===== src/rtl/fdp_pkg.sv =====
// ----------------------------------------------------------------------------
// fdp_pkg
// Shared types and constants of the fixed-width decimal text parser.
// ----------------------------------------------------------------------------
package fdp_pkg;

    localparam int CHAR_BITS = 8;
    localparam int CFG_ADDR_BITS = 8;
    localparam int CFG_DATA_BITS = 8;
    localparam int POS_BITS = 8;

    // Register indexes
    localparam logic [CFG_ADDR_BITS-1:0] CFG_FIELD_LENGTH   = 8'd0;
    localparam logic [CFG_ADDR_BITS-1:0] CFG_DECIMAL_PLACES = 8'd1;

    localparam logic [CFG_DATA_BITS-1:0] FIELD_LENGTH_RST   = 8'd5;
    localparam logic [CFG_DATA_BITS-1:0] DECIMAL_PLACES_RST = 8'd0;

    localparam logic [CHAR_BITS-1:0] DIGIT_BASE = 8'h30;
    localparam logic [CHAR_BITS-1:0] POINT_CHAR = 8'h2E;
    localparam logic [CHAR_BITS-1:0] MAX_DIGIT  = 8'd9;

    typedef struct packed {
        logic [CFG_DATA_BITS-1:0] field_length;
        logic [CFG_DATA_BITS-1:0] decimal_places;
    } t_cfg;

endpackage


===== src/rtl/fdp_if.sv =====
// ----------------------------------------------------------------------------
// fdp_if
// Valid/ready channels of the parser: characters, results, register writes.
// ----------------------------------------------------------------------------
interface fdp_char_if;
    logic                           valid;
    logic                           ready;
    logic [fdp_pkg::CHAR_BITS-1:0]  character;
    logic                           first;

    modport source (output valid, output character, output first, input ready);
    modport sink   (input valid, input character, input first, output ready);
endinterface

interface fdp_result_if #(
    parameter int VALUE_BITS = 16
);
    logic                   valid;
    logic                   ready;
    logic [VALUE_BITS-1:0]  value;
    logic                   ok;

    modport source (output valid, output value, output ok, input ready);
    modport sink   (input valid, input value, input ok, output ready);
endinterface

interface fdp_cfg_if;
    logic                               valid;
    logic                               ready;
    logic [fdp_pkg::CFG_ADDR_BITS-1:0]  addr;
    logic [fdp_pkg::CFG_DATA_BITS-1:0]  data;

    modport source (output valid, output addr, output data, input ready);
    modport sink   (input valid, input addr, input data, output ready);
endinterface


===== src/rtl/fdp_cfg.sv =====
// ----------------------------------------------------------------------------
// fdp_cfg
// Configuration registers: field length and decimal places.
// ----------------------------------------------------------------------------
module fdp_cfg (
    input  logic            i_clk,
    input  logic            i_rst_n,
    fdp_cfg_if.sink         i_cfg,
    output fdp_pkg::t_cfg   o_cfg
);

    fdp_pkg::t_cfg r_cfg;

    assign i_cfg.ready = 1'b1;
    assign o_cfg       = r_cfg;

    always_ff @(posedge i_clk) begin
        if (!i_rst_n) begin
            r_cfg.field_length   <= fdp_pkg::FIELD_LENGTH_RST;
            r_cfg.decimal_places <= fdp_pkg::DECIMAL_PLACES_RST;
        end else if (i_cfg.valid) begin
            case (i_cfg.addr)
                fdp_pkg::CFG_FIELD_LENGTH:   r_cfg.field_length   <= i_cfg.data;
                fdp_pkg::CFG_DECIMAL_PLACES: r_cfg.decimal_places <= i_cfg.data;
                default: ;
            endcase
        end
    end

endmodule


===== src/rtl/fdp_step.sv =====
// ----------------------------------------------------------------------------
// fdp_step
// Per-character field state, digit accumulate and the result register.
// ----------------------------------------------------------------------------
module fdp_step #(
    parameter int VALUE_BITS = 16
) (
    input  logic                            i_clk,
    input  logic                            i_rst_n,
    input  fdp_pkg::t_cfg                   i_cfg,
    input  logic                            i_valid,
    input  logic [fdp_pkg::CHAR_BITS-1:0]   i_character,
    input  logic                            i_first,
    output logic                            o_ready,
    output logic                            o_valid,
    input  logic                            i_out_ready,
    output logic [VALUE_BITS-1:0]           o_value,
    output logic                            o_ok
);

    localparam int LEN_BITS = fdp_pkg::POS_BITS + 1;

    logic [fdp_pkg::POS_BITS-1:0]   r_pos,  n_pos;
    logic [VALUE_BITS-1:0]          r_acc,  n_acc;
    logic                           r_bad,  n_bad;
    logic                           r_out_valid;
    logic [VALUE_BITS-1:0]          r_value;
    logic                           r_ok;

    logic [LEN_BITS-1:0]            w_len;
    logic [LEN_BITS-1:0]            w_dp;
    logic [fdp_pkg::POS_BITS-1:0]   w_pos;
    logic [VALUE_BITS-1:0]          w_acc_prev;
    logic                           w_bad_prev;
    logic [fdp_pkg::CHAR_BITS-1:0]  w_digit;
    logic                           w_point;
    logic                           w_char_bad;
    logic                           w_last;
    logic                           w_take;

    // Length zero stands for 256
    assign w_len = {(i_cfg.field_length == '0), i_cfg.field_length};
    assign w_dp  = {1'b0, i_cfg.decimal_places};

    assign w_pos      = i_first ? '0 : r_pos;
    assign w_acc_prev = i_first ? '0 : r_acc;
    assign w_bad_prev = i_first ? 1'b0 : r_bad;

    assign w_point = (w_dp != '0) && (w_dp < w_len)
                   && ({1'b0, w_pos} == (w_len - w_dp - LEN_BITS'(1)));

    assign w_digit    = i_character - fdp_pkg::DIGIT_BASE;
    assign w_char_bad = w_point ? (i_character != fdp_pkg::POINT_CHAR)
                                : (w_digit > fdp_pkg::MAX_DIGIT);
    assign w_last     = ({1'b0, w_pos} + LEN_BITS'(1)) == w_len;

    // Only the last character needs room in the result register
    assign o_ready = !w_last || !r_out_valid || i_out_ready;
    assign w_take  = i_valid && o_ready;

    always_comb begin
        n_bad = w_bad_prev | w_char_bad;
        n_acc = w_acc_prev;
        if (!w_point && !w_char_bad && !w_bad_prev) begin
            n_acc = (w_acc_prev << 3) + (w_acc_prev << 1) + VALUE_BITS'(w_digit);
        end
        n_pos = w_pos + fdp_pkg::POS_BITS'(1);
    end

    always_ff @(posedge i_clk) begin
        if (!i_rst_n) begin
            r_pos       <= '0;
            r_acc       <= '0;
            r_bad       <= 1'b0;
            r_out_valid <= 1'b0;
        end else begin
            if (w_take) begin
                if (w_last) begin
                    r_pos <= '0;
                    r_acc <= '0;
                    r_bad <= 1'b0;
                end else begin
                    r_pos <= n_pos;
                    r_acc <= n_acc;
                    r_bad <= n_bad;
                end
            end
            if (w_take && w_last) begin
                r_out_valid <= 1'b1;
            end else if (i_out_ready) begin
                r_out_valid <= 1'b0;
            end
        end
    end

    always_ff @(posedge i_clk) begin
        if (w_take && w_last) begin
            r_value <= n_bad ? '0 : n_acc;
            r_ok    <= !n_bad;
        end
    end

    assign o_valid = r_out_valid;
    assign o_value = r_value;
    assign o_ok    = r_ok;

`ifndef ASSERT_OFF
    a_result_from_last: assert property (@(posedge i_clk) disable iff (!i_rst_n)
        $rose(r_out_valid) |-> $past(w_take && w_last))
        else $error("result appeared without a last character");

    a_no_overwrite: assert property (@(posedge i_clk) disable iff (!i_rst_n)
        (i_valid && w_last && r_out_valid && !i_out_ready) |-> !w_take)
        else $error("pending result would be overwritten");

    a_pos_step: assert property (@(posedge i_clk) disable iff (!i_rst_n)
        (w_take && !w_last) |=> (r_pos == $past(n_pos)))
        else $error("position did not advance");

    a_field_restart: assert property (@(posedge i_clk) disable iff (!i_rst_n)
        (w_take && w_last) |=> (r_pos == '0 && r_acc == '0 && !r_bad))
        else $error("field state not cleared after last character");
`endif

endmodule


===== src/rtl/fixed_point_decimal_text_parser.sv =====
// ----------------------------------------------------------------------------
// fixed_point_decimal_text_parser
// ASCII fixed-width decimal field to binary, with optional decimal point.
// ----------------------------------------------------------------------------
// One character item is taken every clock cycle. A character passes an input
// register, then one short stage (decode, point check, multiply by ten and
// add) updates the field state; the result of a field is loaded into the
// output register as its last character is taken. Intake pauses only when a
// last character finds the output register still holding an untaken result.
// The user must write registers through the configuration channel only while
// no field is in flight; the block itself does not enforce this.
module fixed_point_decimal_text_parser #(
    parameter int VALUE_BITS = 16
) (
    input  logic            i_clk,
    input  logic            i_rst_n,
    fdp_char_if.sink        i_char,
    fdp_result_if.source    o_result,
    fdp_cfg_if.sink         i_cfg
);

    fdp_pkg::t_cfg                  w_cfg;
    logic                           r_in_valid;
    logic [fdp_pkg::CHAR_BITS-1:0]  r_in_char;
    logic                           r_in_first;
    logic                           w_step_ready;
    logic                           w_in_ready;

    assign w_in_ready   = !r_in_valid || w_step_ready;
    assign i_char.ready = w_in_ready;

    always_ff @(posedge i_clk) begin
        if (!i_rst_n) begin
            r_in_valid <= 1'b0;
        end else if (w_in_ready) begin
            r_in_valid <= i_char.valid;
        end
    end

    always_ff @(posedge i_clk) begin
        if (w_in_ready && i_char.valid) begin
            r_in_char  <= i_char.character;
            r_in_first <= i_char.first;
        end
    end

    fdp_cfg u_cfg (
        .i_clk   (i_clk),
        .i_rst_n (i_rst_n),
        .i_cfg   (i_cfg),
        .o_cfg   (w_cfg)
    );

    fdp_step #(
        .VALUE_BITS (VALUE_BITS)
    ) u_step (
        .i_clk       (i_clk),
        .i_rst_n     (i_rst_n),
        .i_cfg       (w_cfg),
        .i_valid     (r_in_valid),
        .i_character (r_in_char),
        .i_first     (r_in_first),
        .o_ready     (w_step_ready),
        .o_valid     (o_result.valid),
        .i_out_ready (o_result.ready),
        .o_value     (o_result.value),
        .o_ok        (o_result.ok)
    );

endmodule

===== src/flat_wrapper.sv =====
// flat-port wrapper written by rule: the top's interface ports become plain ports
module fixed_point_decimal_text_parser_flat 
#(
    parameter int VALUE_BITS = 16
)
  (i_clk, i_rst_n, i_char_valid, i_char_character, i_char_first, i_char_ready, o_result_valid, o_result_value, o_result_ok, o_result_ready, i_cfg_valid, i_cfg_addr, i_cfg_data, i_cfg_ready);
  fdp_char_if i_char_i ();
  fdp_result_if #(.VALUE_BITS(VALUE_BITS)) o_result_i ();
  fdp_cfg_if i_cfg_i ();
  input  logic i_clk;
  input  logic i_rst_n;
  input wire logic [$bits(i_char_i.valid)-1:0] i_char_valid;
  input wire logic [$bits(i_char_i.character)-1:0] i_char_character;
  input wire logic [$bits(i_char_i.first)-1:0] i_char_first;
  output wire logic [$bits(i_char_i.ready)-1:0] i_char_ready;
  output wire logic [$bits(o_result_i.valid)-1:0] o_result_valid;
  output wire logic [$bits(o_result_i.value)-1:0] o_result_value;
  output wire logic [$bits(o_result_i.ok)-1:0] o_result_ok;
  input wire logic [$bits(o_result_i.ready)-1:0] o_result_ready;
  input wire logic [$bits(i_cfg_i.valid)-1:0] i_cfg_valid;
  input wire logic [$bits(i_cfg_i.addr)-1:0] i_cfg_addr;
  input wire logic [$bits(i_cfg_i.data)-1:0] i_cfg_data;
  output wire logic [$bits(i_cfg_i.ready)-1:0] i_cfg_ready;
  assign i_char_i.valid = i_char_valid;
  assign i_char_i.character = i_char_character;
  assign i_char_i.first = i_char_first;
  assign i_char_ready = i_char_i.ready;
  assign o_result_valid = o_result_i.valid;
  assign o_result_value = o_result_i.value;
  assign o_result_ok = o_result_i.ok;
  assign o_result_i.ready = o_result_ready;
  assign i_cfg_i.valid = i_cfg_valid;
  assign i_cfg_i.addr = i_cfg_addr;
  assign i_cfg_i.data = i_cfg_data;
  assign i_cfg_ready = i_cfg_i.ready;
  fixed_point_decimal_text_parser #(.VALUE_BITS(VALUE_BITS)) u_core (.i_clk(i_clk), .i_rst_n(i_rst_n), .i_char(i_char_i), .o_result(o_result_i), .i_cfg(i_cfg_i));
endmodule

===== config.mk =====
export PLATFORM = sky130hd
export DESIGN_NAME = fixed_point_decimal_text_parser_flat
export DESIGN_NICKNAME = d
export VERILOG_FILES = /design/src/rtl/fdp_pkg.sv /design/src/rtl/fdp_if.sv /design/src/rtl/fdp_cfg.sv /design/src/rtl/fdp_step.sv /design/src/rtl/fixed_point_decimal_text_parser.sv /design/src/flat_wrapper.sv
export SDC_FILE = /design/constraint.sdc
export NUM_CORES = 1
export LEC_CHECK = 0
export BUFFER_PORTS_ARGS = -buffer_cell sky130_fd_sc_hd__buf_2
export CAP_MARGIN = 20
export CORE_ASPECT_RATIO = 0.9
export CORE_MARGIN = 5
export CORE_UTILIZATION = 60
export CTS_CLUSTER_DIAMETER = 80
export CTS_CLUSTER_SIZE = 10
export DETAILED_ROUTE_END_ITERATION = 10
export PLACE_DENSITY = 0.81
export SLEW_MARGIN = 15
export SYNTH_ARGS = -nofsm -noshare
export SYNTH_HDL_FRONTEND = slang
export SYNTH_SLANG_ARGS = --single-unit

===== constraint.sdc =====
create_clock -name i_clk -period 5.1 [get_ports i_clk]
set_input_delay 0.51 -clock i_clk [delete_from_list [all_inputs] [get_ports i_clk]]
set_output_delay 0.51 -clock i_clk [all_outputs]
set_load 0.05 [all_outputs]

==> qor.txt, run 1 <==
========================================================================================
Global placement routability congestion                                           0.9139
Global Route met3 Usage                                                           5.716%
Number of placement rows                                                              30
Synth top cells by count                                                    nor2_1, dfxtp_1, ha_1
GRT met1 Usage                                                                    30.33%
Data required time of the worst path                                             5.21 ns
Clock period minus final worst setup slack                                      4.481 ns
Post-synth cell types                                                                 65
Max Slew Vio Count                                                                     0
Total length of routed wires                                                10660 microns
Remaining DRCs                                                                         0
Hold Crit Class                                                                in -> reg
Wire length per cell after detailed routing                                 16.90 microns
Count of vias placed by the detailed router                                         3816
Grt met2 use                                                                      36.00%
Detailed-router iteration count before antenna repair                                  5
PostCTS Resize Cnt                                                                     0
Final-report setup violation count                                                     0
Proportion of netlist area held by the largest area contributor                   18.33%
Clock root buffer                                                               clkbuf_8
Number of warnings issued by yosys                                                     0
Buffer count from post-CTS setup fixing                                                0
Mapped Cells                                                                         484
Number of DRC markers in iteration 0                                                 253
FFs w/ async S/R, synth                                                               0%
Total half-perimeter wirelength after legalization and detailed placement   7933 microns
Category of the worst setup path launch point                                  flip-flop
Avg Synthesized Cell Area                                                    9.702 sq um
Status                                                                         completed
Category of the critical setup timing path                                    reg -> reg
Clock Sink Count                                                                      69
Chip width                                                                  103.3 microns
Sequential-to-total area share from yosys stat                                    34.96%
Worst Path Max Fanout                                                                 26
Maximum number of pins on one net before global-route repair                          27
Leak                                                                            2.254 nW
Port buffer count                                                                     48
Leftover overflow at the end of global routing                                         0
Power density over the cells                                                236.7 mW/mm^2
Post-Route Skew                                                              0.008864 ns
TritonCTS clock tree                                                               built
Total power                                                                   0.001234 W
Clk pin slew, worst setup/hold paths                                             0.08 ns
Cell types occupying the most area after synthesis                          dfxtp_1, edfxtp_1, ha_1, a22o_1, xnor2_1
Dominant register cell in the synthesized netlist                                dfxtp_1
Placeable Area                                                              0.007582 sq mm
Global-route wire length before repair                                      17530 microns
Detail Route Antenna Nets                                                              0
Library cell with the highest instance count after synthesis                      nor2_1
Number of antenna diodes                                                               0
Initial antenna violation count                                                        0
Total clock buffers created by CTS                                                     9
Max-slew headroom                                                                 29.54%
Timing-limited maximum frequency                                               223.2 MHz
Actual slew at the worst max-slew pin                                           1.051 ns
Total standard cell area after synthesis                                    0.004696 sq mm
RSZ-0062 raised after global routing                                               false
EDFF count, synth                                                                     26
Number of hold buffers added after cts                                                 0
Worst IR Drop VDD                                                              0.1691 mV
CTS H-tree depth                                                                       3
Vias per cell                                                                      6.048
Nets                                                                                 609
Top-Level Pins                                                                        50
Final Cycle Share                                                                 87.86%
Total die area                                                              0.009698 sq mm
Clock Latency Late Sink                                                          0.35 ns
Layout Area Growth over Synthesis                                                 11.00%
Count of max-cap constraint violations                                                 0
Effective utilization at floorplan                                                61.93%
Total negative setup slack                                                          0 ns
Crit path arrival time                                                           4.59 ns
Maximum count of clock buffers along a single path                                     2
GRT Util Overall                                                                  23.13%
Global route hottest layer                                                          met2
Category of the worst setup path capture point                                 flip-flop
Die outline height                                                          93.93 microns
Proportion of layout cells with a drive suffix above 1                            14.02%
Final hold violation count                                                             0
Post-Syn Nets                                                                        563
Number of global-route vias before repair                                           3765
Number of flip-flops and latches in the synthesized netlist                           69
Library cell with the largest summed area after synthesis                        dfxtp_1
========================================================================================
==> cell families (layout without fill, tap and decap cells) <==
| family | after synthesis | count (layout) | share of synthesized area [%] |
|---|---|---|---|
| AND/OR/NAND/NOR | 149 | 149 | 16.60 |
| AO/OA/AOI/OAI | 113 | 113 | 18.36 |
| flip-flops | 69 | 69 | 34.96 |
| adder cells (fa/ha/maj) | 49 | 49 | 14.18 |
| buffers and inverters | 49 | 100 | 4.796 |
| XOR/XNOR | 36 | 36 | 7.168 |
| multiplexers | 18 | 18 | 3.863 |
| other | 1 | 1 | 0.07986 |
==> cell type report <==
type	count	area, sq um
tap	96	120.1
clock inverter	6	111.4
multi-input combinational	366	2829
sequential	69	1642
inverter	34	127.6
timing repair buffer	50	255.2
clock buffer	10	127.6
fill	589	2370
==> layer usage <==
metal  share of wire, %  vias up
met3                7.3       27
met4                2.0        0
met5                  0        -
met2                 46      145
met1                 45     1806
li1                   -     1838
==> path summary, 6_finish.rpt <==
path	start	end	slack, ns	cells past startpoint
max	u_core.r_in_first	u_core.u_step.o_value[15]	0.62	13
min	i_char_character[4]	u_core.r_in_char[4]	0.33	1
max reg2reg	u_core.r_in_first	u_core.u_step.o_value[15]	0.62	13
min reg2reg	u_core.u_step.r_acc[6]	u_core.u_step.r_acc[6]	0.48	1
==> power breakdown <==
| part | switching [W] | internal, W |
|---|---|---|
| logic | 0.0000605 | 0.0000410 |
| registers | 0.0000131 | 0.000579 |
| clock network | 0.000216 | 0.000325 |
==> stage by stage <==
stage | instance area [sq um] | util (%) | hold slack, ns | instances | setup slack, ns
after floorplan | 4696 | - | 0.4409 | 484 | 0.9124
after global placement | 4974 | 65.59 | 0.4543 | 615 | 1.002
after detailed placement | 4974 | 65.59 | 0.4625 | 615 | 0.7273
after CTS | 5213 | 68.75 | 0.3131 | 631 | 0.6812
after global routing | 5213 | 68.75 | 0.3141 | 631 | 0.3126
final | 5213 | 68.75 | 0.3295 | 631 | 0.6189
==> worst max-delay path: stages, from the launching register on <==
cell      delay, ns
edfxtp_1       0.94
inv_1          0.28
nand2_1        0.19
inv_1          0.10
fa_1           0.48
ha_1           0.40
nand3_1        0.13
o211ai_1       0.13
o41ai_1        0.58
o311ai_0       0.30
o221ai_1       0.28
xnor2_1        0.15
inv_1          0.08
a22o_1         0.18
==> flip-flops by register name, summed over array words and instances (netlist names) <==
name	count
u_core.r_in_first	1
u_core.u_step.r_pos	8
u_core.u_step.r_acc	16
u_core.u_step.r_bad	1
u_core.u_step.o_ok	1
u_core.r_in_char	8
u_core.u_step.o_value	16
u_core.u_cfg.o_cfg	16
u_core.u_step.o_valid	1
u_core.r_in_valid	1
==> cell usage in the layout, fill, tap and decap left out, types with 4 or more instances in the layout <==
cell type,netlist,layout
nand2_1,21,21
xnor2_1,24,24
nand2b_1,8,8
nand3b_1,4,4
o21ai_0,15,15
nand3_1,12,12
fa_1,7,7
a22o_1,27,27
clkbuf_8,0,9
edfxtp_1,26,26
inv_1,33,33
o21a_1,7,7
dfxtp_1,43,43
ha_1,42,42
buf_2,0,48
nor3_1,9,9
o211ai_1,6,6
mux2i_1,17,17
nor4_1,8,8
a31oi_1,5,5
nor2_1,46,46
xor2_1,10,10
a21oi_1,18,18
nor2b_1,24,24
Power figures use the tool's default switching activity.
==> run 2, diff against run 1 <==
--- a/config.mk
+++ b/config.mk
@@ -5,15 +5,16 @@
 export SDC_FILE = /design/constraint.sdc
 export NUM_CORES = 1
 export LEC_CHECK = 0
-export BUFFER_PORTS_ARGS = -buffer_cell sky130_fd_sc_hd__buf_2
 export CAP_MARGIN = 20
 export CORE_ASPECT_RATIO = 0.9
 export CORE_MARGIN = 5
-export CORE_UTILIZATION = 60
+export CORE_UTILIZATION = 63
 export CTS_CLUSTER_DIAMETER = 80
 export CTS_CLUSTER_SIZE = 10
 export DETAILED_ROUTE_END_ITERATION = 10
-export PLACE_DENSITY = 0.81
+export DONT_BUFFER_PORTS = 1
+export MAX_ROUTING_LAYER = met4
+export PLACE_DENSITY = 0.84
 export SLEW_MARGIN = 15
 export SYNTH_ARGS = -nofsm -noshare
 export SYNTH_HDL_FRONTEND = slang
==> qor.txt, run 2 (synthesis gave the netlist of run 1 again) <==
========================================================================================
Most prevalent standard cell on the critical path                                nand3_1
Total die area                                                              0.009283 sq mm   -4.3%
Detail Route Antenna Nets                                                              0   unchanged
Hold-critical path endpoint                                                 u_core.u_cfg.o_cfg[8]
Port buffer count                                                                      0   -100%
Data required time of the worst path                                             4.59 ns   -0.62 ns
Remaining DRCs                                                                         0   unchanged
Post-Route Skew                                                              0.007362 ns   -0.001503 ns
Number of hold buffers added after cts                                                 0   unchanged
Count of vias placed by the detailed router                                         3617   -5.2%
Status                                                                         completed
Global-route wire length before repair                                      17280 microns   -1.4%
Chip width                                                                  101.0 microns   -2.2%
Buffer count from post-CTS setup fixing                                                0   unchanged
Die outline height                                                          91.91 microns   -2.2%
Maximum number of pins on one net before global-route repair                          28   +3.7%
Clock root buffer                                                               clkbuf_8
TritonCTS clock tree                                                               built
Number of DRC markers in iteration 0                                                 216   -15%
Total half-perimeter wirelength after legalization and detailed placement   7694 microns   -3.0%
Final hold violation count                                                             0   unchanged
Wire length per cell after detailed routing                                 17.52 microns   +3.7%
PostCTS Resize Cnt                                                                     0   unchanged
Number of placement rows                                                              29   -3.3%
Effective utilization at floorplan                                                65.69%   +3.8 points
Origin of the worst min-delay path                                               i_rst_n
Max-slew headroom                                                                 32.03%   +2.5 points
Layout Utilization                                                                68.42%   -0.32 points
Hold Crit Class                                                                in -> reg
Proportion of layout cells with a drive suffix above 1                            5.123%   -8.9 points
Clk pin slew, worst setup/hold paths                                             0.07 ns   about the same
Category of the worst setup path launch point                                  flip-flop
Hold path cells                                                                        1   unchanged
Category of the worst setup path capture point                              primary output
Nets                                                                                 562   -7.7%
Number of global-route vias before repair                                           3572   -5.1%
Final Cycle Share                                                                 83.52%   -4.3 points
Initial antenna violation count                                                        0   unchanged
Slowest-stage cell, CP                                                           nand3_1
Cell chain of the critical path                                             buf_4, and2b_1, ha_1, nand3_1, xnor2_1, nor4bb_1, nor3_1, nor4_2, nand3_1
Clock period minus final worst setup slack                                      4.260 ns   -0.2216 ns
CTS H-tree depth                                                                       3   unchanged
Worst IR Drop VDD                                                              0.2672 mV   +58%
Global placement routability congestion                                           0.9480   +3.7%
Maximum cell stage delay along the critical path                                 0.57 ns   -0.37 ns
Clock Sink Count                                                                      69   unchanged
Number of filler cells placed in the layout                                          546   -7.3%
RSZ-0062 raised after global routing                                               false
Number of cells traversed by the worst register-to-register path                      11   -2
Number of antenna diodes                                                               0   unchanged
Leak                                                                            2.014 nW   -11%
Commonest non-fill, non-tap cell in the layout                                    nor2_1
Crit path arrival time                                                           3.75 ns   -0.84 ns
RR Endpoint                                                                 u_core.u_step.o_value[14]
Actual slew at the worst max-slew pin                                           1.014 ns   -0.03715 ns
Detailed-router iteration count before antenna repair                                  5   unchanged
GRT Util Overall                                                                  23.77%   +0.64 points
Total negative setup slack                                                          0 ns   unchanged
Category of the critical setup timing path                                    reg -> out
Layout Area Growth over Synthesis                                                 4.157%
Final-report setup violation count                                                     0   unchanged
Timing-limited maximum frequency                                               234.8 MHz   +5.2%
Placeable Area                                                              0.007148 sq mm   -5.7%
Total length of routed wires                                                10180 microns   -4.5%
Worst reg2reg path startpoint                                               u_core.r_in_first
Power density over the cells                                                216.4 mW/mm^2   -8.6%
Clock Latency Late Sink                                                          0.35 ns   about the same
Leftover overflow at the end of global routing                                         0   unchanged
Worst Path Max Fanout                                                                 27   +3.8%
Maximum count of clock buffers along a single path                                     2   unchanged
Max Slew Vio Count                                                                     0   unchanged
Top-Level Pins                                                                        50   unchanged
Vias per cell                                                                      6.225   +2.9%
Count of max-cap constraint violations                                                 0   unchanged
Total clock buffers created by CTS                                                     9   unchanged
FF-to-FF setup slack                                                             1.07 ns   +0.45 ns
Commonest non-fill, non-tap cells in the layout                             nor2_1, dfxtp_1, ha_1
========================================================================================
run 2: cell count changes in the layout (fill, tap and decap cells not counted):
cell,before,now
clkbuf_1,1,4
clkinvlp_4,1,0
clkinv_2,1,3
bufinv_16,3,0
buf_4,2,3
buf_2,48,0
clkinv_4,1,0
run 2: how the worst max path moves through the flow:
| stage | startpoint | depth (start not counted) | slack, ns | end |
|---|---|---|---|---|
| after floorplan | u_core.r_in_first | 14 | 0.91 | u_core.u_step.o_value[14] |
| after global placement | u_core.r_in_first | 11 | 1.30 | u_core.u_step.o_value[14] |
| after detailed placement | u_core.r_in_first | 11 | 1.13 | u_core.u_step.o_value[14] |
| after CTS | u_core.r_in_first | 9 | 0.89 | i_char_ready |
| after global routing | u_core.r_in_first | 9 | 0.52 | i_char_ready |
| final | u_core.r_in_first | 9 | 0.84 | i_char_ready |
run 2: report_power, final:
part / total (W) / internal [W] / switching [W]
registers: 0.000589 / 0.000579 / 0.0000104
logic: 0.0000896 / 0.0000332 / 0.0000564
clock network: 0.000380 / 0.000175 / 0.000205
run 2: worst max-delay path, delay by kind of cell (launching register included):
kind | cells | cell delay [ns]
xor gates and xnor gates | 1 | 0.28
adders and majority gates | 1 | 0.27
buffers and inverters | 1 | 0.29
DFF | 1 | 0.52
and+or+nand+nor | 6 | 2.05
run 2: stage by stage:
| step | power (W) | hold slack, ns | cells | setup WS [ns] | instance area, sq um |
|---|---|---|---|---|---|
| 5_1_grt | 0.001102 | 0.2235 | 581 | 0.5237 | 4891 |
| 3_3_place_gp | 0.0006856 | 0.4530 | 564 | 1.305 | 4730 |
| 4_1_cts | 0.001063 | 0.2209 | 580 | 0.8877 | 4883 |
| 3_5_place_dp | 0.0006899 | 0.4724 | 564 | 1.127 | 4730 |
| 2_1_floorplan | 0.0006739 | 0.4409 | 484 | 0.9124 | 4696 |
| 6_report | 0.001059 | 0.2250 | 581 | 0.8405 | 4891 |
run 2: layout make-up:
cell class	instances	area, sq um	share of cell area, %
multi-input cells	366	2829	57.84
flip-flops and latches	69	1642	33.56
clock buffers	13	138.9	2.840
inverters	34	127.6	2.609
well taps	93	116.4	2.379
repair buffers	3	22.52	0.4605
clock inverters	3	15.01	0.3070
run 2: metal layers:
layer | GRT usage (%) | share of wire [%] | vias to the layer above
li1 | - | - | 1747
met1 | 32.09 | 46 | 1706
met2 | 36.40 | 46 | 146
met3 | 4.704 | 7.3 | 18
met4 | 6.755 | 1.4 | 0
met5 | - | 0 | -
